===== src/rtl/core/q8_block_dequant_tile_reorder_defines.svh =====
// Assertion macros shared by the block dequantizer RTL.
// Used by: q8bdq_fifo.sv, q8bdq_back.sv. No other dependencies.
`ifndef Q8_BLOCK_DEQUANT_TILE_REORDER_DEFINES_SVH
`define Q8_BLOCK_DEQUANT_TILE_REORDER_DEFINES_SVH

// Concurrent check on clk_i, off while rst_ni is low.
`define Q8BDQ_ASSERT(lbl, prop) \
  lbl: assert property (@(posedge clk_i) disable iff (!rst_ni) prop) \
    else $error("%m: check failed");

// Concurrent check on clk_i that also holds during reset.
`define Q8BDQ_ASSERT_ALWAYS(lbl, prop) \
  lbl: assert property (@(posedge clk_i) prop) else $error("%m: check failed");

`endif


===== src/rtl/core/q8bdq_pkg.sv =====
// Constants, types and helpers for the Q8 block dequantizer with B-tile reorder.
// No dependencies.
`default_nettype none
package q8bdq_pkg;

  localparam int OutputRows   = 16;
  localparam int ReductionLen = 64;
  localparam int TileK        = 8;
  localparam int TileN        = 8;

  localparam int BlkBytes   = 34;
  localparam int BlkWeights = 32;
  localparam int BlksPerRow = ReductionLen / BlkWeights;
  localparam int NTiles     = OutputRows / TileN;

  localparam int InBlkW = $clog2(BlkBytes);
  localparam int BlkW   = $clog2(BlksPerRow + 1);
  localparam int KqW    = $clog2(ReductionLen / TileK + 1);
  localparam int KrW    = $clog2(TileK + 1);
  localparam int RqW    = $clog2(OutputRows / TileN + 1);
  localparam int RrW    = $clog2(TileN + 1);

  localparam int LastRowQ = (OutputRows - 1) / TileN;
  localparam int LastRowR = (OutputRows - 1) % TileN;

  localparam int IdxW      = 10;
  localparam int FifoDepth = 4;
  localparam int PtrW      = $clog2(FifoDepth);
  localparam int CntW      = $clog2(FifoDepth + 1);

  // Position of a byte inside a block
  localparam logic [InBlkW-1:0] PosScaleLo = InBlkW'(0);
  localparam logic [InBlkW-1:0] PosScaleHi = InBlkW'(1);
  localparam logic [InBlkW-1:0] PosLast    = InBlkW'(BlkBytes - 1);

  // Scale classes carried to the back end
  typedef enum logic [1:0] {
    SC_FINITE = 2'd0,
    SC_INF    = 2'd1,
    SC_NAN    = 2'd2
  } scale_class_e;

  // One weight request queued between front and back
  typedef struct packed {
    logic [7:0]      wbyte;
    logic            sgn;
    logic [7:0]      expo;
    logic [9:0]      frac;
    logic [IdxW-1:0] dest;
    logic            last;
  } item_t;

  localparam logic [15:0] Bf16QNan  = 16'h7fc0;
  localparam logic [15:0] Bf16Quiet = 16'h0040;
  localparam logic [7:0]  ExpMax    = 8'hff;

endpackage
`default_nettype wire


===== src/rtl/core/q8bdq_front.sv =====
// Front end: tracks the byte position, widens the fp16 block scale and emits
// one queued request per weight byte with its B-tile index. Uses q8bdq_pkg.
`default_nettype none
module q8bdq_front (
  input  wire logic            clk_i,
  input  wire logic            rst_ni,
  input  wire logic            accept_i,
  input  wire logic [7:0]      byte_i,
  output q8bdq_pkg::item_t     item_o,
  output logic                 push_o
);

  logic [q8bdq_pkg::InBlkW-1:0] inblk_q, inblk_d;
  logic [q8bdq_pkg::BlkW-1:0]   blk_q, blk_d;
  logic [q8bdq_pkg::KqW-1:0]    kq_q, kq_d;
  logic [q8bdq_pkg::KrW-1:0]    kr_q, kr_d;
  logic [q8bdq_pkg::RqW-1:0]    rq_q, rq_d;
  logic [q8bdq_pkg::RrW-1:0]    rr_q, rr_d;
  logic [7:0]                   lo_q;
  logic                         sgn_q;
  logic [7:0]                   exp_q;
  logic [9:0]                   frac_q;

  logic        is_weight, blk_end, row_end, tile_end;
  logic [15:0] half;
  logic [4:0]  h_exp;
  logic [9:0]  h_frac;
  logic [3:0]  lead;
  logic [7:0]  cv_exp;
  logic [9:0]  cv_frac;
  logic [31:0] dest_full;

  assign is_weight = (inblk_q != q8bdq_pkg::PosScaleLo) && (inblk_q != q8bdq_pkg::PosScaleHi);
  assign blk_end   = (inblk_q == q8bdq_pkg::PosLast);
  assign row_end   = blk_end && (blk_q == q8bdq_pkg::BlkW'(q8bdq_pkg::BlksPerRow - 1));
  assign tile_end  = row_end && (rq_q == q8bdq_pkg::RqW'(q8bdq_pkg::LastRowQ))
                     && (rr_q == q8bdq_pkg::RrW'(q8bdq_pkg::LastRowR));

  // fp16 to fp32 exponent and fraction; subnormals normalized
  assign half   = {byte_i, lo_q};
  assign h_exp  = half[14:10];
  assign h_frac = half[9:0];

  always_comb begin
    lead = 4'd0;
    for (int i = 0; i < 10; i++) begin
      if (h_frac[i]) begin
        lead = 4'(i);
      end
    end
  end

  always_comb begin
    cv_exp  = 8'(h_exp) + 8'd112;
    cv_frac = h_frac;
    if (h_exp == 5'd0) begin
      if (h_frac == 10'd0) begin
        cv_exp = 8'd0;
      end else begin
        cv_exp  = 8'd103 + 8'(lead);
        cv_frac = h_frac << (4'd10 - lead);
      end
    end else if (h_exp == 5'h1f) begin
      cv_exp = q8bdq_pkg::ExpMax;
    end
  end

  assign dest_full = (32'(kq_q) * 32'(q8bdq_pkg::NTiles) + 32'(rq_q))
                       * 32'(q8bdq_pkg::TileK * q8bdq_pkg::TileN)
                     + 32'(kr_q) * 32'(q8bdq_pkg::TileN) + 32'(rr_q);

  always_comb begin
    inblk_d = blk_end ? '0 : inblk_q + 1'b1;
    blk_d   = blk_q;
    kq_d    = kq_q;
    kr_d    = kr_q;
    rq_d    = rq_q;
    rr_d    = rr_q;
    if (blk_end) begin
      blk_d = row_end ? '0 : blk_q + 1'b1;
    end
    if (is_weight) begin
      if (row_end) begin
        kq_d = '0;
        kr_d = '0;
        if (tile_end) begin
          rq_d = '0;
          rr_d = '0;
        end else if (rr_q == q8bdq_pkg::RrW'(q8bdq_pkg::TileN - 1)) begin
          rr_d = '0;
          rq_d = rq_q + 1'b1;
        end else begin
          rr_d = rr_q + 1'b1;
        end
      end else if (kr_q == q8bdq_pkg::KrW'(q8bdq_pkg::TileK - 1)) begin
        kr_d = '0;
        kq_d = kq_q + 1'b1;
      end else begin
        kr_d = kr_q + 1'b1;
      end
    end
  end

  always_ff @(posedge clk_i or negedge rst_ni) begin
    if (!rst_ni) begin
      inblk_q <= '0;
      blk_q   <= '0;
      kq_q    <= '0;
      kr_q    <= '0;
      rq_q    <= '0;
      rr_q    <= '0;
      lo_q    <= '0;
      sgn_q   <= 1'b0;
      exp_q   <= '0;
      frac_q  <= '0;
    end else if (accept_i) begin
      inblk_q <= inblk_d;
      blk_q   <= blk_d;
      kq_q    <= kq_d;
      kr_q    <= kr_d;
      rq_q    <= rq_d;
      rr_q    <= rr_d;
      if (inblk_q == q8bdq_pkg::PosScaleLo) begin
        lo_q <= byte_i;
      end
      if (inblk_q == q8bdq_pkg::PosScaleHi) begin
        sgn_q  <= half[15];
        exp_q  <= cv_exp;
        frac_q <= cv_frac;
      end
    end
  end

  assign push_o       = accept_i && is_weight;
  assign item_o.wbyte = byte_i;
  assign item_o.sgn   = sgn_q;
  assign item_o.expo  = exp_q;
  assign item_o.frac  = frac_q;
  assign item_o.dest  = dest_full[q8bdq_pkg::IdxW-1:0];
  assign item_o.last  = tile_end;

endmodule
`default_nettype wire


===== src/rtl/core/q8bdq_fifo.sv =====
// Short request queue between front and back end, flip-flop storage.
// Uses q8bdq_pkg and the assertion macros header.
`default_nettype none
`include "q8_block_dequant_tile_reorder_defines.svh"
module q8bdq_fifo (
  input  wire logic             clk_i,
  input  wire logic             rst_ni,
  input  wire logic             push_i,
  input  wire q8bdq_pkg::item_t item_i,
  output logic                  full_o,
  output logic                  valid_o,
  input  wire logic             pop_i,
  output q8bdq_pkg::item_t      item_o
);

  q8bdq_pkg::item_t               mem_q [q8bdq_pkg::FifoDepth];
  logic [q8bdq_pkg::PtrW-1:0]     wr_q, rd_q;
  logic [q8bdq_pkg::CntW-1:0]     cnt_q, cnt_d;

  assign full_o  = (cnt_q == q8bdq_pkg::CntW'(q8bdq_pkg::FifoDepth));
  assign valid_o = (cnt_q != '0);
  assign item_o  = mem_q[rd_q];

  always_comb begin
    cnt_d = cnt_q;
    if (push_i && !pop_i) begin
      cnt_d = cnt_q + 1'b1;
    end else if (pop_i && !push_i) begin
      cnt_d = cnt_q - 1'b1;
    end
  end

  always_ff @(posedge clk_i) begin
    if (push_i) begin
      mem_q[wr_q] <= item_i;
    end
  end

  always_ff @(posedge clk_i or negedge rst_ni) begin
    if (!rst_ni) begin
      wr_q  <= '0;
      rd_q  <= '0;
      cnt_q <= '0;
    end else begin
      cnt_q <= cnt_d;
      if (push_i) begin
        wr_q <= (wr_q == q8bdq_pkg::PtrW'(q8bdq_pkg::FifoDepth - 1)) ? '0 : wr_q + 1'b1;
      end
      if (pop_i) begin
        rd_q <= (rd_q == q8bdq_pkg::PtrW'(q8bdq_pkg::FifoDepth - 1)) ? '0 : rd_q + 1'b1;
      end
    end
  end

  `Q8BDQ_ASSERT_ALWAYS(a_rst_empty, !rst_ni |=> cnt_q == '0)
  `Q8BDQ_ASSERT(a_cnt_bound, cnt_q <= q8bdq_pkg::CntW'(q8bdq_pkg::FifoDepth))
  `Q8BDQ_ASSERT(a_no_pop_empty, pop_i |-> cnt_q != '0)
  `Q8BDQ_ASSERT(a_no_push_full, push_i |-> !full_o)

endmodule
`default_nettype wire


===== src/rtl/core/q8bdq_back.sv =====
// Back end: multiplies scale by int8 weight, normalizes and rounds to bf16.
// Two stages with per-stage stall. Uses q8bdq_pkg and the assertion macros header.
`default_nettype none
`include "q8_block_dequant_tile_reorder_defines.svh"
module q8bdq_back (
  input  wire logic                       clk_i,
  input  wire logic                       rst_ni,
  input  wire logic                       in_valid_i,
  input  wire q8bdq_pkg::item_t           item_i,
  output logic                            pop_o,
  output logic                            out_valid_o,
  input  wire logic                       out_ready_i,
  output logic [15:0]                     bf16_o,
  output logic [q8bdq_pkg::IdxW-1:0]      dest_o,
  output logic                            last_o
);

  // stage 1
  logic                          v1_q;
  q8bdq_pkg::scale_class_e       cls_q;
  logic                          sgn_q;
  logic [7:0]                    exp_q;
  logic [15:0]                   nan_q;
  logic                          wzero_q;
  logic [18:0]                   prod_q;
  logic [q8bdq_pkg::IdxW-1:0]    dest1_q;
  logic                          last1_q;
  // stage 2
  logic                          v2_q;
  logic [15:0]                   bf_q;
  logic [q8bdq_pkg::IdxW-1:0]    dest2_q;
  logic                          last2_q;

  logic                    ld1, ld2;
  logic                    wneg;
  logic [7:0]              wmag;
  logic [10:0]             mant;
  q8bdq_pkg::scale_class_e cls_d;
  logic [2:0]              lead;
  logic [18:0]             pn;
  logic [31:0]             pb, pr;
  logic [15:0]             bf_d;

  assign ld2   = !v2_q || out_ready_i;
  assign ld1   = !v1_q || ld2;
  assign pop_o = in_valid_i && ld1;

  assign wneg = item_i.wbyte[7];
  assign wmag = wneg ? 8'(-item_i.wbyte) : item_i.wbyte;
  assign mant = (item_i.expo == 8'd0) ? 11'd0 : {1'b1, item_i.frac};

  always_comb begin
    cls_d = q8bdq_pkg::SC_FINITE;
    if (item_i.expo == q8bdq_pkg::ExpMax) begin
      cls_d = (item_i.frac != 10'd0) ? q8bdq_pkg::SC_NAN : q8bdq_pkg::SC_INF;
    end
  end

  always_ff @(posedge clk_i) begin
    if (pop_o) begin
      cls_q   <= cls_d;
      sgn_q   <= item_i.sgn ^ wneg;
      exp_q   <= item_i.expo;
      nan_q   <= {item_i.sgn, item_i.expo, item_i.frac[9:3]} | q8bdq_pkg::Bf16Quiet;
      wzero_q <= (item_i.wbyte == 8'd0);
      prod_q  <= 19'(mant) * 19'(wmag);
      dest1_q <= item_i.dest;
      last1_q <= item_i.last;
    end
  end

  // Leading one sits at bit 10..17 for a nonzero product
  always_comb begin
    lead = 3'd0;
    for (int i = 0; i < 8; i++) begin
      if (prod_q[10 + i]) begin
        lead = 3'(i);
      end
    end
  end

  assign pn = prod_q << (3'd7 - lead);
  assign pb = (prod_q == 19'd0) ? {sgn_q, 31'd0}
            : {sgn_q, exp_q + 8'(lead), pn[16:0], 6'd0};
  assign pr = pb + 32'h7fff + 32'(pb[16]);

  always_comb begin
    case (cls_q)
      q8bdq_pkg::SC_NAN: bf_d = nan_q;
      q8bdq_pkg::SC_INF: bf_d = wzero_q ? q8bdq_pkg::Bf16QNan
                                        : {sgn_q, q8bdq_pkg::ExpMax, 7'd0};
      default:           bf_d = pr[31:16];
    endcase
  end

  always_ff @(posedge clk_i) begin
    if (v1_q && ld2) begin
      bf_q    <= bf_d;
      dest2_q <= dest1_q;
      last2_q <= last1_q;
    end
  end

  always_ff @(posedge clk_i or negedge rst_ni) begin
    if (!rst_ni) begin
      v1_q <= 1'b0;
      v2_q <= 1'b0;
    end else begin
      if (ld1) begin
        v1_q <= in_valid_i;
      end
      if (ld2) begin
        v2_q <= v1_q;
      end
    end
  end

  assign out_valid_o = v2_q;
  assign bf16_o      = bf_q;
  assign dest_o      = dest2_q;
  assign last_o      = last2_q;

  `Q8BDQ_ASSERT(a_s1_hold, v1_q && !ld2 |=> v1_q)
  `Q8BDQ_ASSERT(a_pop_room, pop_o |-> !v1_q || ld2)
  `Q8BDQ_ASSERT(a_out_hold, out_valid_o && !out_ready_i |=> out_valid_o && $stable(bf16_o))

endmodule
`default_nettype wire


===== src/rtl/core/q8_block_dequant_tile_reorder.sv =====
// Top level of the Q8 block dequantizer with B-tile reorder.
// Instantiates q8bdq_front, q8bdq_fifo and q8bdq_back; uses q8bdq_pkg.
//
//   channel   dir  handshake                tdata / tuser / tlast
//   s_axis    in   s_axis_tvalid/tready     [7:0] packed_byte
//   m_axis    out  m_axis_tvalid/tready     [15:0] weight_bf16, [25:16] dest_index;
//                                           tlast = tile_last
//
// One byte is taken per cycle when the request queue has room. Scale bytes
// yield no result; each weight byte yields one result, presented on m_axis
// after the queue and the two-stage multiply/round pipe of the back end, at
// one result per cycle while m_axis_tready is high. Reset clears the byte
// position and the block scale and empties the queue and pipe. Output stalls
// back up through the pipe into the four-entry queue, then to s_axis_tready.
`default_nettype none
module q8_block_dequant_tile_reorder (
  input  wire logic        clk_i,
  input  wire logic        rst_ni,
  input  wire logic        s_axis_tvalid,
  output logic             s_axis_tready,
  input  wire logic [7:0]  s_axis_tdata,   // [7:0] packed_byte
  output logic             m_axis_tvalid,
  input  wire logic        m_axis_tready,
  output logic [31:0]      m_axis_tdata,   // [15:0] weight_bf16, [25:16] dest_index, rest 0
  output logic             m_axis_tlast    // tile_last
);

  q8bdq_pkg::item_t             push_item, pop_item;
  logic                         push, full, q_valid, pop;
  logic                         accept;
  logic [15:0]                  bf16;
  logic [q8bdq_pkg::IdxW-1:0]   dest;

  // Take a byte whenever the queue has room; scale bytes never push.
  assign s_axis_tready = !full;
  assign accept        = s_axis_tvalid && s_axis_tready;

  q8bdq_front u_front (
    .clk_i    (clk_i),
    .rst_ni   (rst_ni),
    .accept_i (accept),
    .byte_i   (s_axis_tdata),
    .item_o   (push_item),
    .push_o   (push)
  );

  q8bdq_fifo u_fifo (
    .clk_i   (clk_i),
    .rst_ni  (rst_ni),
    .push_i  (push),
    .item_i  (push_item),
    .full_o  (full),
    .valid_o (q_valid),
    .pop_i   (pop),
    .item_o  (pop_item)
  );

  q8bdq_back u_back (
    .clk_i       (clk_i),
    .rst_ni      (rst_ni),
    .in_valid_i  (q_valid),
    .item_i      (pop_item),
    .pop_o       (pop),
    .out_valid_o (m_axis_tvalid),
    .out_ready_i (m_axis_tready),
    .bf16_o      (bf16),
    .dest_o      (dest),
    .last_o      (m_axis_tlast)
  );

  assign m_axis_tdata = {6'd0, dest, bf16};

endmodule
`default_nettype wire

===== config.mk =====
export PLATFORM = sky130hd
export DESIGN_NAME = q8_block_dequant_tile_reorder
export DESIGN_NICKNAME = d
export VERILOG_FILES = /design/src/rtl/core/q8bdq_pkg.sv /design/src/rtl/core/q8bdq_front.sv /design/src/rtl/core/q8bdq_fifo.sv /design/src/rtl/core/q8bdq_back.sv /design/src/rtl/core/q8_block_dequant_tile_reorder.sv
export VERILOG_INCLUDE_DIRS = /design/src /design/src/rtl/core
export SDC_FILE = /design/constraint.sdc
export NUM_CORES = 1
export LEC_CHECK = 0
export BUFFER_PORTS_ARGS = -buffer_cell sky130_fd_sc_hd__clkbuf_2
export CAP_MARGIN = 20
export CORE_MARGIN = 3
export CORE_UTILIZATION = 60
export DETAILED_ROUTE_END_ITERATION = 10
export GPL_ROUTABILITY_DRIVEN = 0
export GPL_TIMING_DRIVEN = 0
export PLACE_DENSITY_LB_ADDON = 0.08
export SYNTH_ARGS = -nofsm -noshare
export SYNTH_HDL_FRONTEND = slang
export SYNTH_SLANG_ARGS = --single-unit
export TNS_END_PERCENT = 50

===== constraint.sdc =====
create_clock -name clk_i -period 14.3 [get_ports clk_i]
set_clock_uncertainty 0.05 [all_clocks]
set_input_delay 2.86 -clock clk_i [delete_from_list [all_inputs] [get_ports clk_i]]
set_output_delay 2.86 -clock clk_i [all_outputs]
set_load 0.005 [all_outputs]

==> impl_metrics.prom, run 1 <==
# TYPE chip_impl_metric gauge
chip_impl_metric{name="cts-hold-fix-buffers",unit=""} 0
chip_impl_metric{name="grt.overflow.total",unit=""} 0
chip_impl_metric{name="num-nets-final",unit=""} 1492
chip_impl_metric{name="initial_core_util",unit=""} 0.6135
chip_impl_info{name="main_combinational_cell_family_by_area_after_synthesis",value="adder cells"} 1
chip_impl_metric{name="clk_latency",unit="ps"} 540
chip_impl_metric{name="ys_types",unit=""} 81
chip_impl_metric{name="grt_first_pass_wirelength",unit="um"} 51930
chip_impl_metric{name="timing.max_slew.rel_slack",unit=""} 0.4284
chip_impl_metric{name="setup-violations-final",unit=""} 0
chip_impl_info{name="grt_setup_unrepaired",value="no"} 1
chip_impl_metric{name="post_drt_antenna_nets",unit=""} 0
chip_impl_info{name="timing.critical_path.from_type",value="flip-flop"} 1
chip_impl_metric{name="detail_route.wirelength",unit="um"} 30920
chip_impl_info{name="hold_path_class",value="reg2reg"} 1
chip_impl_metric{name="synth_area",unit="um2"} 15540
chip_impl_info{name="cts_tree",value="yes"} 1
chip_impl_metric{name="clk_sink_count",unit=""} 279
chip_impl_metric{name="path_max_fanout",unit=""} 10
chip_impl_metric{name="maxCapViolations",unit=""} 0
chip_impl_metric{name="firstDrtPassIters",unit=""} 6
chip_impl_metric{name="yosys_register_bits",unit=""} 279
chip_impl_metric{name="overall_via_count_from_detail_route",unit=""} 9920
chip_impl_info{name="result_of_the_run",value="completed"} 1
chip_impl_info{name="mostFrequentLayoutCells",value="sky130_fd_sc_hd__edfxtp_1 (223), sky130_fd_sc_hd__inv_1 (129), sky130_fd_sc_hd__nand2_1 (128), sky130_fd_sc_hd__nor2_1 (94), sky130_fd_sc_hd__ha_1 (65)"} 1
chip_impl_metric{name="cts_max_path_buffers",unit=""} 3
chip_impl_metric{name="placement.io_buffers",unit=""} 40
chip_impl_metric{name="final.period_utilization",unit=""} 0.5254
chip_impl_metric{name="synth_sequential_area_ratio",unit=""} 0.5211
chip_impl_metric{name="cts_max_level",unit=""} 1
chip_impl_metric{name="grt_util_all_layers",unit=""} 0.2271
chip_impl_info{name="critical_path_class",value="reg2reg"} 1
chip_impl_metric{name="routed_wl_per_cell",unit="um"} 18.09
chip_impl_metric{name="synth-adder-area-share",unit=""} 0.1245
chip_impl_metric{name="first_global_vias",unit=""} 10020
chip_impl_metric{name="hpwl",unit="um"} 22060
chip_impl_metric{name="num_antenna_cells",unit=""} 0
chip_impl_metric{name="postSynthAreaPerCell",unit="um2"} 12.17
chip_impl_info{name="mostFrequentLayoutCell",value="sky130_fd_sc_hd__edfxtp_1"} 1
chip_impl_metric{name="fp-row-count",unit=""} 58
chip_impl_metric{name="top_level_port_count",unit=""} 47
chip_impl_metric{name="chipHeight",unit="um"} 166.9
chip_impl_metric{name="setup-tns-final",unit="ps"} 0
chip_impl_metric{name="fmax",unit="MHz"} 133.1
chip_impl_metric{name="routed_via_density",unit=""} 5.805
chip_impl_metric{name="numCtsBuffers",unit=""} 28
chip_impl_metric{name="die_x",unit="um"} 166.9
chip_impl_metric{name="synth-xor-area-share",unit=""} 0.02480
chip_impl_metric{name="holdWs",unit="ps"} 375.4
chip_impl_metric{name="layout-drive-gt1-share",unit=""} 0.1414
chip_impl_metric{name="synthArstFlopShare",unit=""} 0.2007
chip_impl_metric{name="finish.cell_count_without_fillers",unit=""} 1709
chip_impl_metric{name="cells_resized_by_post_cts_repair",unit=""} 0
chip_impl_metric{name="mux_contribution_to_synthesized_area",unit=""} 0.07658
chip_impl_info{name="endpoint_type_of_the_worst_setup_path",value="flip-flop"} 1
chip_impl_info{name="cts_root_buf",value="sky130_fd_sc_hd__clkbuf_16"} 1
chip_impl_metric{name="remaining_drc_errors",unit=""} 0
chip_impl_metric{name="synthToLayoutAreaGrowth",unit="%"} 10.77
chip_impl_info{name="netlist_top_cells_area",value="sky130_fd_sc_hd__edfxtp_1 (43%), sky130_fd_sc_hd__dfrtp_1 (9.0%), sky130_fd_sc_hd__fa_1 (7.2%)"} 1
chip_impl_metric{name="synth_enable_flop_cells",unit=""} 223
chip_impl_metric{name="grt_start_max_net_pins",unit=""} 57
chip_impl_metric{name="violation_count_after_the_first_detailed_route_iteration",unit=""} 810
chip_impl_metric{name="clock_transition_time_at_the_flip_flop_clock_pins_of_the_worst_setup_and_hold_paths",unit="ps"} 60
chip_impl_metric{name="floorplan.die_area",unit="um2"} 27860
chip_impl_metric{name="finalHoldViolations",unit=""} 0
chip_impl_metric{name="design.core.area",unit="um2"} 25330
chip_impl_metric{name="synth_top_cell_area_share",unit=""} 0.4310
chip_impl_metric{name="grt_antenna_before_repair",unit=""} 0
chip_impl_metric{name="synthCells",unit=""} 1277
chip_impl_metric{name="clock_period_minus_final_worst_setup_slack",unit="ps"} 7513
chip_impl_metric{name="synth_compound_gate_area_share",unit=""} 0.08833
chip_impl_metric{name="finalCoreUtilization",unit=""} 0.6796
chip_impl_metric{name="place_inst",unit=""} 1657
chip_impl_metric{name="tightest_slew",unit="ps"} 848.5
chip_impl_metric{name="cp_data_arrival_time",unit="ps"} 7750
chip_impl_info{name="yosysTopAreaCell",value="sky130_fd_sc_hd__edfxtp_1"} 1
chip_impl_metric{name="synth_warnings",unit=""} 0
chip_impl_metric{name="maxSlewViolCount",unit=""} 0
chip_impl_metric{name="synth-simple-area-share",unit=""} 0.1158
chip_impl_info{name="synth_top_flop_cell",value="sky130_fd_sc_hd__edfxtp_1"} 1
chip_impl_metric{name="crit_required",unit="ps"} 14530
chip_impl_metric{name="cts_setup_buffers",unit=""} 0
-- synthesized netlist by cell type (all sizes together) (25+ instances only) --
library cell / instances
a21oi: 45
clkbuf: 25
mux4: 33
o21ai: 66
buf: 25
nor2: 98
inv: 133
xnor2: 28
dfrtp: 56
nand2: 128
edfxtp: 223
fa: 56
ha: 65
-- state kept, by name, indices dropped and copies added (netlist names), 6 cells and up --
name             flops
u_front.lo_q         8
u_back.nan_q         8
u_back.dest1_q      10
u_back.bf16_o       16
u_back.exp_q         6
u_fifo.mem_q       148
u_back.dest_o       10
u_front.exp_q        7
u_back.prod_q       19
u_front.frac_q      10
u_front.inblk_q      6
-- kinds of logic (layout without fill, tap and decap cells) --
logic type                 Yosys count  after routing
other                                1              6
muxes                               75             75
and+or+nand+nor                    368            368
adders and majority gates          121            121
DFF                                279            279
xor gates and xnor gates            44             44
buffers and inverters              183            280
AOI/OAI and AO/OA                  206            206
-- through the flow --
stage / worst slack, ps / instance area [um2]
floorplan: 7558 / 15560
global placement: 6328 / 16170
detailed placement: 6759 / 16290
CTS: 6733 / 17180
global route: 6304 / 17210
finish: 6787 / 17210
-- worst max-delay path, stage by stage, from the launching register on --
cell and delay, ps:
sky130_fd_sc_hd__dfrtp_1 360, sky130_fd_sc_hd__buf_2 370, sky130_fd_sc_hd__buf_2 420, sky130_fd_sc_hd__mux4_2 620
sky130_fd_sc_hd__nor4_2 730, sky130_fd_sc_hd__nor2_1 380, sky130_fd_sc_hd__inv_1 260, sky130_fd_sc_hd__nor2_1 100
sky130_fd_sc_hd__fa_1 560, sky130_fd_sc_hd__inv_1 50, sky130_fd_sc_hd__fa_1 470, sky130_fd_sc_hd__inv_1 50
sky130_fd_sc_hd__fa_1 520, sky130_fd_sc_hd__inv_1 50, sky130_fd_sc_hd__fa_1 520, sky130_fd_sc_hd__inv_1 40
sky130_fd_sc_hd__ha_1 320, sky130_fd_sc_hd__a21boi_0 150, sky130_fd_sc_hd__o21ai_0 260, sky130_fd_sc_hd__a21oi_1 150
sky130_fd_sc_hd__a211o_1 300, sky130_fd_sc_hd__a31o_2 230, sky130_fd_sc_hd__a21oi_1 160, sky130_fd_sc_hd__xnor2_1 90
-- area by class of cell --
class / count / area (um2)
Fill cell: 1892 / 8115
Sequential cell: 279 / 8098
Multi-Input combinational cell: 820 / 6720
Clock buffer: 35 / 748.2
Inverter: 133 / 501.7
Tap cell: 330 / 412.9
Timing Repair Buffer: 47 / 335.3
Buffer: 50 / 254.0
Clock inverter: 15 / 141.4
-- routing by layer --
layer	vias up	part of all wire	GRT usage	wire [um]
met5	-	0	0	0
met4	0	0.024	0.05990	732
met3	61	0.053	0.02896	1630
met2	283	0.48	0.3678	14720
met1	4849	0.45	0.3312	13830
li1	4727	-	-	-
-- worst paths after layout --
kind	depth (start not counted)	start	slack, ps	end
max in group asynchronous	1	rst_ni	11290	u_front.frac_q[6]
worst min register to register	0	u_back.dest1_q[4]	380	u_back.dest_o[4]
worst max register to register	23	u_fifo.rd_q[0]	6790	u_back.prod_q[17]
worst min-delay path	0	u_back.dest1_q[4]	380	u_back.dest_o[4]
min in group asynchronous	1	rst_ni	2370	u_fifo.wr_q[0]
worst max-delay path	23	u_fifo.rd_q[0]	6790	u_back.prod_q[17]
Power of run 1 is not shown: default switching activity piles up to over one toggle a cycle in this logic, so the estimate is an artifact.
==> run 2: changes to the inputs <==
- ABC_AREA: unset -> 1
- CORE_UTILIZATION: 60 -> 57
- clock period: 14.3 -> 6.4 ns (I/O delays scaled with it)
==> run 2 against run 1 <==
Effect of this change: fmax grew 23%; sequential share of layout area decreased by 0.95 points; critical path depth rose by 1; worst setup slack got worse by 6500 ps; final cell count rose by 18%; via count rose by 12%; critical path type unchanged; largest cell class unchanged.
==> impl_metrics.prom, run 2 <==
# TYPE chip_impl_metric gauge
chip_impl_metric{name="routed_wl_per_cell",unit="um"} 16.92
chip_impl_metric{name="synth_top_cell_area_share",unit=""} 0.4305
chip_impl_metric{name="clk_sink_count",unit=""} 279
chip_impl_metric{name="largest_register_ffs",unit=""} 148
chip_impl_info{name="cp_cell_sequence",value="buf_4 -> buf_6 -> buf_2 -> nand2_1 -> a32oi_4 -> inv_1 -> nor2_2 -> inv_2 -> nor2_1 -> fa_1 -> fa_1 -> fa_1 -> inv_1 -> fa_1 -> inv_1 -> ha_1 -> nand2_1 -> nor4_1 -> o21ai_0 -> o2111ai_1 -> a21oi_1 -> nor2_1 -> nor2_1 -> xor2_1"} 1
chip_impl_metric{name="ys_types",unit=""} 60
chip_impl_info{name="synthMostInstantiatedCell",value="sky130_fd_sc_hd__nand2_1"} 1
chip_impl_metric{name="postPlaceCellArea",unit="um2"} 16370
chip_impl_info{name="yosysTopAreaCell",value="sky130_fd_sc_hd__edfxtp_1"} 1
chip_impl_metric{name="grt.overflow.total",unit=""} 0
chip_impl_metric{name="maxCapViolations",unit=""} 0
chip_impl_metric{name="cp_data_arrival_time",unit="ps"} 6340
chip_impl_info{name="crit_path_frequent_cell",value="sky130_fd_sc_hd__fa_1"} 1
chip_impl_metric{name="maxSlewViolCount",unit=""} 0
chip_impl_metric{name="cts-hold-fix-buffers",unit=""} 0
chip_impl_metric{name="timing.max_slew.rel_slack",unit=""} 0.4560
chip_impl_metric{name="synth_enable_flop_cells",unit=""} 223
chip_impl_metric{name="hpwl",unit="um"} 24720
chip_impl_info{name="result_of_the_run",value="completed"} 1
chip_impl_metric{name="setup-violations-final",unit=""} 0
chip_impl_metric{name="die_x",unit="um"} 171.2
chip_impl_metric{name="fp-row-count",unit=""} 59
chip_impl_info{name="mostFrequentLayoutCell",value="sky130_fd_sc_hd__nand2_1"} 1
chip_impl_metric{name="chipHeight",unit="um"} 171.2
chip_impl_metric{name="grt_util_all_layers",unit=""} 0.2358
chip_impl_info{name="synth_top_flop_cell",value="sky130_fd_sc_hd__edfxtp_1"} 1
chip_impl_metric{name="grt_first_pass_wirelength",unit="um"} 55100
chip_impl_metric{name="tightest_slew",unit="ps"} 807.4
chip_impl_metric{name="path_max_fanout",unit=""} 10
chip_impl_metric{name="placement.io_buffers",unit=""} 40
chip_impl_metric{name="cpPeakStageDelay",unit="ps"} 540
chip_impl_metric{name="postSynthAreaPerCell",unit="um2"} 9.946
chip_impl_metric{name="clock_transition_time_at_the_flip_flop_clock_pins_of_the_worst_setup_and_hold_paths",unit="ps"} 60
chip_impl_info{name="endpoint_type_of_the_worst_setup_path",value="flip-flop"} 1
chip_impl_metric{name="post_drt_antenna_nets",unit=""} 0
chip_impl_metric{name="worst-path-buf-inv",unit=""} 7
chip_impl_metric{name="yosys_register_bits",unit=""} 279
chip_impl_info{name="regMostFlops",value="u_fifo.mem_q"} 1
chip_impl_metric{name="final.period_utilization",unit=""} 0.9558
chip_impl_metric{name="post-route-cell-area",unit="um2"} 17570
chip_impl_metric{name="synthToLayoutAreaGrowth",unit="%"} 12.96
chip_impl_metric{name="synthCells",unit=""} 1564
chip_impl_metric{name="top_level_port_count",unit=""} 47
chip_impl_info{name="timing.critical_path.from_type",value="flip-flop"} 1
chip_impl_metric{name="synth_warnings",unit=""} 0
chip_impl_info{name="critical_path_class",value="reg2reg"} 1
chip_impl_metric{name="finalHoldViolations",unit=""} 0
chip_impl_metric{name="clock_period_minus_final_worst_setup_slack",unit="ps"} 6117
chip_impl_metric{name="grt_start_max_net_pins",unit=""} 57
chip_impl_info{name="critical-path-top-delay-family",value="adder cells"} 1
chip_impl_metric{name="num-nets-final",unit=""} 1788
chip_impl_metric{name="synth_area",unit="um2"} 15550
chip_impl_metric{name="violation_count_after_the_first_detailed_route_iteration",unit=""} 1001
chip_impl_metric{name="numCtsBuffers",unit=""} 29
chip_impl_metric{name="num_antenna_cells",unit=""} 0
chip_impl_metric{name="cts_max_level",unit=""} 1
chip_impl_metric{name="first_global_vias",unit=""} 10710
chip_impl_metric{name="cts_max_path_buffers",unit=""} 3
chip_impl_info{name="netlist_top_cells_area",value="sky130_fd_sc_hd__edfxtp_1 (43%), sky130_fd_sc_hd__dfrtp_1 (9.0%), sky130_fd_sc_hd__fa_1 (7.2%)"} 1
chip_impl_info{name="cts_tree",value="yes"} 1
chip_impl_metric{name="clk_latency",unit="ps"} 540
chip_impl_info{name="mostFrequentLayoutCells",value="sky130_fd_sc_hd__nand2_1 (273), sky130_fd_sc_hd__edfxtp_1 (223), sky130_fd_sc_hd__inv_1 (200), sky130_fd_sc_hd__nor2_1 (157), sky130_fd_sc_hd__nand3_1 (104)"} 1
chip_impl_metric{name="initial_core_util",unit=""} 0.5886
chip_impl_metric{name="synth_sequential_area_ratio",unit=""} 0.5206
chip_impl_metric{name="remaining_drc_errors",unit=""} 0
chip_impl_info{name="critPathSlowestCell",value="sky130_fd_sc_hd__fa_1"} 1
chip_impl_metric{name="holdWs",unit="ps"} 366.4
chip_impl_metric{name="routed_via_density",unit=""} 5.536
chip_impl_info{name="hold_path_class",value="reg2reg"} 1
chip_impl_metric{name="floorplan.die_area",unit="um2"} 29310
chip_impl_metric{name="design.core.area",unit="um2"} 26430
chip_impl_metric{name="crit_required",unit="ps"} 6630
chip_impl_metric{name="detail_route.wirelength",unit="um"} 34000
chip_impl_metric{name="place_inst",unit=""} 1950
chip_impl_metric{name="synthArstFlopShare",unit=""} 0.2007
chip_impl_metric{name="finish.cell_count_without_fillers",unit=""} 2009
chip_impl_info{name="cts_root_buf",value="sky130_fd_sc_hd__clkbuf_16"} 1
chip_impl_metric{name="fmax",unit="MHz"} 163.5
chip_impl_metric{name="grt_antenna_before_repair",unit=""} 0
chip_impl_metric{name="overall_via_count_from_detail_route",unit=""} 11120
chip_impl_metric{name="layout-drive-gt1-share",unit=""} 0.1356
chip_impl_metric{name="firstDrtPassIters",unit=""} 5
chip_impl_info{name="top_post_synthesis_cells_by_count",value="sky130_fd_sc_hd__nand2_1 (276), sky130_fd_sc_hd__edfxtp_1 (223), sky130_fd_sc_hd__inv_1 (202)"} 1
-- run 2: cell types whose count changed in the layout (fill, tap and decap cells not counted), moves of 18 or more --
cell / before / now
sky130_fd_sc_hd__o21ai_0: 62 / 94
sky130_fd_sc_hd__nand2_1: 128 / 273
sky130_fd_sc_hd__inv_1: 129 / 200
sky130_fd_sc_hd__inv_2: 3 / 21
sky130_fd_sc_hd__nor2_1: 94 / 157
sky130_fd_sc_hd__nor2b_1: 18 / 0
sky130_fd_sc_hd__mux4_2: 33 / 0
sky130_fd_sc_hd__mux2i_1: 21 / 2
sky130_fd_sc_hd__a21oi_1: 42 / 74
sky130_fd_sc_hd__nand3_1: 16 / 104
sky130_fd_sc_hd__mux2_2: 19 / 0
-- run 2: metrics by stage --
step | TNS (ps) | setup slack [ps] | utilization
after floorplan | 0 | 749.3 | -
after global placement | -201.4 | -105.9 | 0.6127
after detailed placement | -380.8 | -181.8 | 0.6193
after CTS | 0 | 2.039 | 0.6556
after global routing | -13.52 | -13.52 | 0.6649
final | 0 | 282.9 | 0.6649
-- run 2: repair_timing --
item,CTS,global route
buffers inserted,0,9
pin swaps,0,5
resized for setup,6,44
endpoints found under the setup margin,4,7
-- run 2: kinds of logic (layout without fill, tap and decap cells) --
kind of cell	count (synthesis)	count (layout)	synth area share
AO/OA/AOI/OAI	244	244	0.08961
XOR/XNOR	31	31	0.01794
adder cells (fa/ha/maj)	121	121	0.1244
buffers and inverters	268	373	0.07183
flip-flops	279	279	0.5206
multiplexers	2	2	0.001287
other	1	6	0.0002411
AND/OR/NAND/NOR	618	618	0.1741
-- run 2: cell type report --
class / count / area (um2)
Inverter: 224 / 845.8
Clock buffer: 40 / 797.0
Clock inverter: 10 / 125.1
Sequential cell: 279 / 8099
Fill cell: 2077 / 8857
Multi-Input combinational cell: 1022 / 6576
Timing Repair Buffer: 55 / 407.9
Tap cell: 335 / 419.2
Buffer: 44 / 300.3
-- run 2: routing by layer --
layer  vias up  global-route usage  share of wire
met3        76             0.02643          0.061
met4         0             0.06928          0.028
met1      5238              0.3474           0.45
met2       375              0.3757           0.46
met5         -                   0              0
li1       5433                   -              -
-- run 2: path summary, 6_finish.rpt --
check | startpoint | endpoint | slack (ps) | cells after the start
min | u_back.dest1_q[0] | u_back.dest_o[0] | 370 | 0
max | u_fifo.rd_q[0] | u_back.prod_q[18] | 280 | 24
min reg2reg | u_back.dest1_q[0] | u_back.dest_o[0] | 370 | 0
max reg2reg | u_fifo.rd_q[0] | u_back.prod_q[18] | 280 | 24
min in group asynchronous | rst_ni | u_front.inblk_q[4] | 780 | 1
max in group asynchronous | rst_ni | u_fifo.rd_q[1] | 4950 | 1
Power of run 2 is left out for the same reason.
==> run 3: changes to the inputs <==
- CORE_UTILIZATION: 57 -> 60
- clock period: 6.4 -> 6.5 ns (I/O delays scaled with it)
==> run 3 against run 2 <==
Effect of this change: register-to-register slack barely moved; first-iteration DRC count fell by 2.8%; clock-buffer cell count fell by 1; worst hold slack better by 2.7 ps; cell area is 0.48% lower; critical path depth grew 1; routed wire length is 1.7% lower; highest routed layer unchanged; critical path type unchanged.
==> impl_metrics.prom, run 3 (same netlist as run 2, synthesis figures left out) <==
# TYPE chip_impl_metric gauge
chip_impl_metric{name="floorplan.die_area",unit="um2"} 27890
chip_impl_metric{name="finalHoldViolations",unit=""} 0
chip_impl_info{name="regMostFlops",value="u_fifo.mem_q"} 1
chip_impl_metric{name="routed_via_density",unit=""} 5.563
chip_impl_metric{name="maxSlewViolCount",unit=""} 0
chip_impl_metric{name="fp-row-count",unit=""} 58
chip_impl_metric{name="grt.overflow.total",unit=""} 0
chip_impl_metric{name="hpwl",unit="um"} 24460
chip_impl_metric{name="largest_register_ffs",unit=""} 148
chip_impl_info{name="critPathSlowestCell",value="sky130_fd_sc_hd__fa_1"} 1
chip_impl_info{name="crit_path_frequent_cell",value="sky130_fd_sc_hd__fa_1"} 1
chip_impl_metric{name="detail_route.wirelength",unit="um"} 33420
chip_impl_metric{name="numCtsBuffers",unit=""} 29
chip_impl_metric{name="cts_max_path_buffers",unit=""} 3
chip_impl_metric{name="timing.max_slew.rel_slack",unit=""} 0.4659
chip_impl_metric{name="post_drt_antenna_nets",unit=""} 0
chip_impl_metric{name="setup-violations-final",unit=""} 0
chip_impl_metric{name="fmax",unit="MHz"} 160.7
chip_impl_metric{name="worst-path-buf-inv",unit=""} 7
chip_impl_metric{name="synthToLayoutAreaGrowth",unit="%"} 12.41
chip_impl_metric{name="clock_period_minus_final_worst_setup_slack",unit="ps"} 6224
chip_impl_metric{name="die_x",unit="um"} 167.0
chip_impl_metric{name="chipHeight",unit="um"} 167.0
chip_impl_metric{name="violation_count_after_the_first_detailed_route_iteration",unit=""} 973
chip_impl_metric{name="firstDrtPassIters",unit=""} 8
chip_impl_metric{name="overall_via_count_from_detail_route",unit=""} 11160
chip_impl_info{name="mostFrequentLayoutCells",value="sky130_fd_sc_hd__nand2_1 (274), sky130_fd_sc_hd__edfxtp_1 (223), sky130_fd_sc_hd__inv_1 (200), sky130_fd_sc_hd__nor2_1 (158), sky130_fd_sc_hd__nand3_1 (104)"} 1
chip_impl_metric{name="grt_start_max_net_pins",unit=""} 57
chip_impl_metric{name="num-nets-final",unit=""} 1787
chip_impl_metric{name="timing.reg2reg.setup_slack",unit="ps"} 280
chip_impl_info{name="mostFrequentLayoutCell",value="sky130_fd_sc_hd__nand2_1"} 1
chip_impl_metric{name="grt_antenna_before_repair",unit=""} 0
chip_impl_metric{name="num_antenna_cells",unit=""} 0
chip_impl_metric{name="clk_latency",unit="ps"} 540
chip_impl_info{name="endpoint_type_of_the_worst_setup_path",value="flip-flop"} 1
chip_impl_metric{name="clk_sink_count",unit=""} 279
chip_impl_info{name="critical_path_class",value="reg2reg"} 1
chip_impl_metric{name="cts_max_level",unit=""} 1
chip_impl_metric{name="tightest_slew",unit="ps"} 792.7
chip_impl_metric{name="maxCapViolations",unit=""} 0
chip_impl_metric{name="grt_first_pass_wirelength",unit="um"} 54560
chip_impl_info{name="grt_setup_unrepaired",value="yes"} 1
chip_impl_info{name="critical-path-top-delay-family",value="adder cells"} 1
chip_impl_metric{name="placement.io_buffers",unit=""} 40
chip_impl_metric{name="design.core.area",unit="um2"} 25330
chip_impl_info{name="result_of_the_run",value="completed"} 1
chip_impl_info{name="timing.critical_path.from_type",value="flip-flop"} 1
chip_impl_metric{name="initial_core_util",unit=""} 0.6142
chip_impl_metric{name="first_global_vias",unit=""} 10660
chip_impl_metric{name="layout-drive-gt1-share",unit=""} 0.1348
chip_impl_metric{name="cpPeakStageDelay",unit="ps"} 560
chip_impl_info{name="cts_root_buf",value="sky130_fd_sc_hd__clkbuf_16"} 1
chip_impl_metric{name="clock_transition_time_at_the_flip_flop_clock_pins_of_the_worst_setup_and_hold_paths",unit="ps"} 60
chip_impl_metric{name="grt_util_all_layers",unit=""} 0.2395
chip_impl_info{name="hold_path_class",value="reg2reg"} 1
chip_impl_metric{name="crit_required",unit="ps"} 6730
chip_impl_metric{name="finalCoreUtilization",unit=""} 0.6904
chip_impl_metric{name="top_level_port_count",unit=""} 47
chip_impl_metric{name="path_max_fanout",unit=""} 10
chip_impl_metric{name="final.period_utilization",unit=""} 0.9575
chip_impl_metric{name="cp_data_arrival_time",unit="ps"} 6460
chip_impl_metric{name="routed_wl_per_cell",unit="um"} 16.66
chip_impl_metric{name="remaining_drc_errors",unit=""} 0
chip_impl_info{name="cts_tree",value="yes"} 1
[run 3: cell count changes in the layout (fill, tap and decap cells not counted), sizes merged]
cell / change
clkinv: -1
clkinvlp: +3
bufinv: -2
inv: +4
buf: +2
clkbuf: -4
[run 3: worst paths after layout]
path | startpoint | end | cells past startpoint
min reg2reg | u_back.dest1_q[2] | u_back.dest_o[2] | 0
max | u_fifo.rd_q[1] | u_back.prod_q[15] | 25
max in group asynchronous | rst_ni | u_fifo.rd_q[1] | 1
min in group asynchronous | rst_ni | u_front.inblk_q[4] | 1
min | u_back.dest1_q[2] | u_back.dest_o[2] | 0
max reg2reg | u_fifo.rd_q[1] | u_back.prod_q[15] | 25
[run 3: worst reg2reg max path: cells and delay by family, from the launching register on]
family                   cells  cell delay (ps)
adder cells (fa/ha/maj)      5             2420
AO/OA/AOI/OAI                6             1130
buffers and inverters        7             1090
AND/OR/NAND/NOR              6              670
flip-flops                   1              490
XOR/XNOR                     1              140
[run 3: metrics by stage]
stage | cells | worst slack [ps] | cell area, um2 | setup TNS, ps | hold slack [ps]
6_report | 2006 | 276.3 | 17490 | 0 | 369.1
5_1_grt | 2006 | -42.44 | 17490 | -71.64 | 375.6
4_1_cts | 1998 | 12.07 | 17310 | 0 | 370.1
3_5_place_dp | 1945 | -125.5 | 16350 | -169.5 | 354.5
3_3_place_gp | 1939 | -142.4 | 16190 | -241.9 | 350.3
2_1_floorplan | 1569 | 849.3 | 15570 | 0 | 350.3
[run 3: routing by layer]
layer / part of all wire / track usage / vias to the layer above
met5: 0 / 0 / -
met3: 0.068 / 0.03014 / 77
met1: 0.44 / 0.3465 / 5241
met4: 0.029 / 0.06994 / 0
li1: - / - / 5430
met2: 0.46 / 0.3867 / 412
[run 3: final cells by class]
type	count	area (um2)
Buffer	44	285.3
Clock buffer	39	825.8
Clock inverter	14	121.4
Fill cell	1926	7841
Inverter	224	845.8
Multi-Input combinational cell	1022	6502
Sequential cell	279	8099
Tap cell	330	412.9
Timing Repair Buffer	54	392.9
[run 3: what timing repair did]
| item | CTS | global route |
|---|---|---|
| hold buffers | 0 | 0 |
| gates resized for setup | 1 | 33 |
| setup endpoints to repair | 2 | 6 |
| buffers inserted | 0 | 8 |
| pin swaps | 0 | 5 |
Power of run 3 is left out for the same reason.
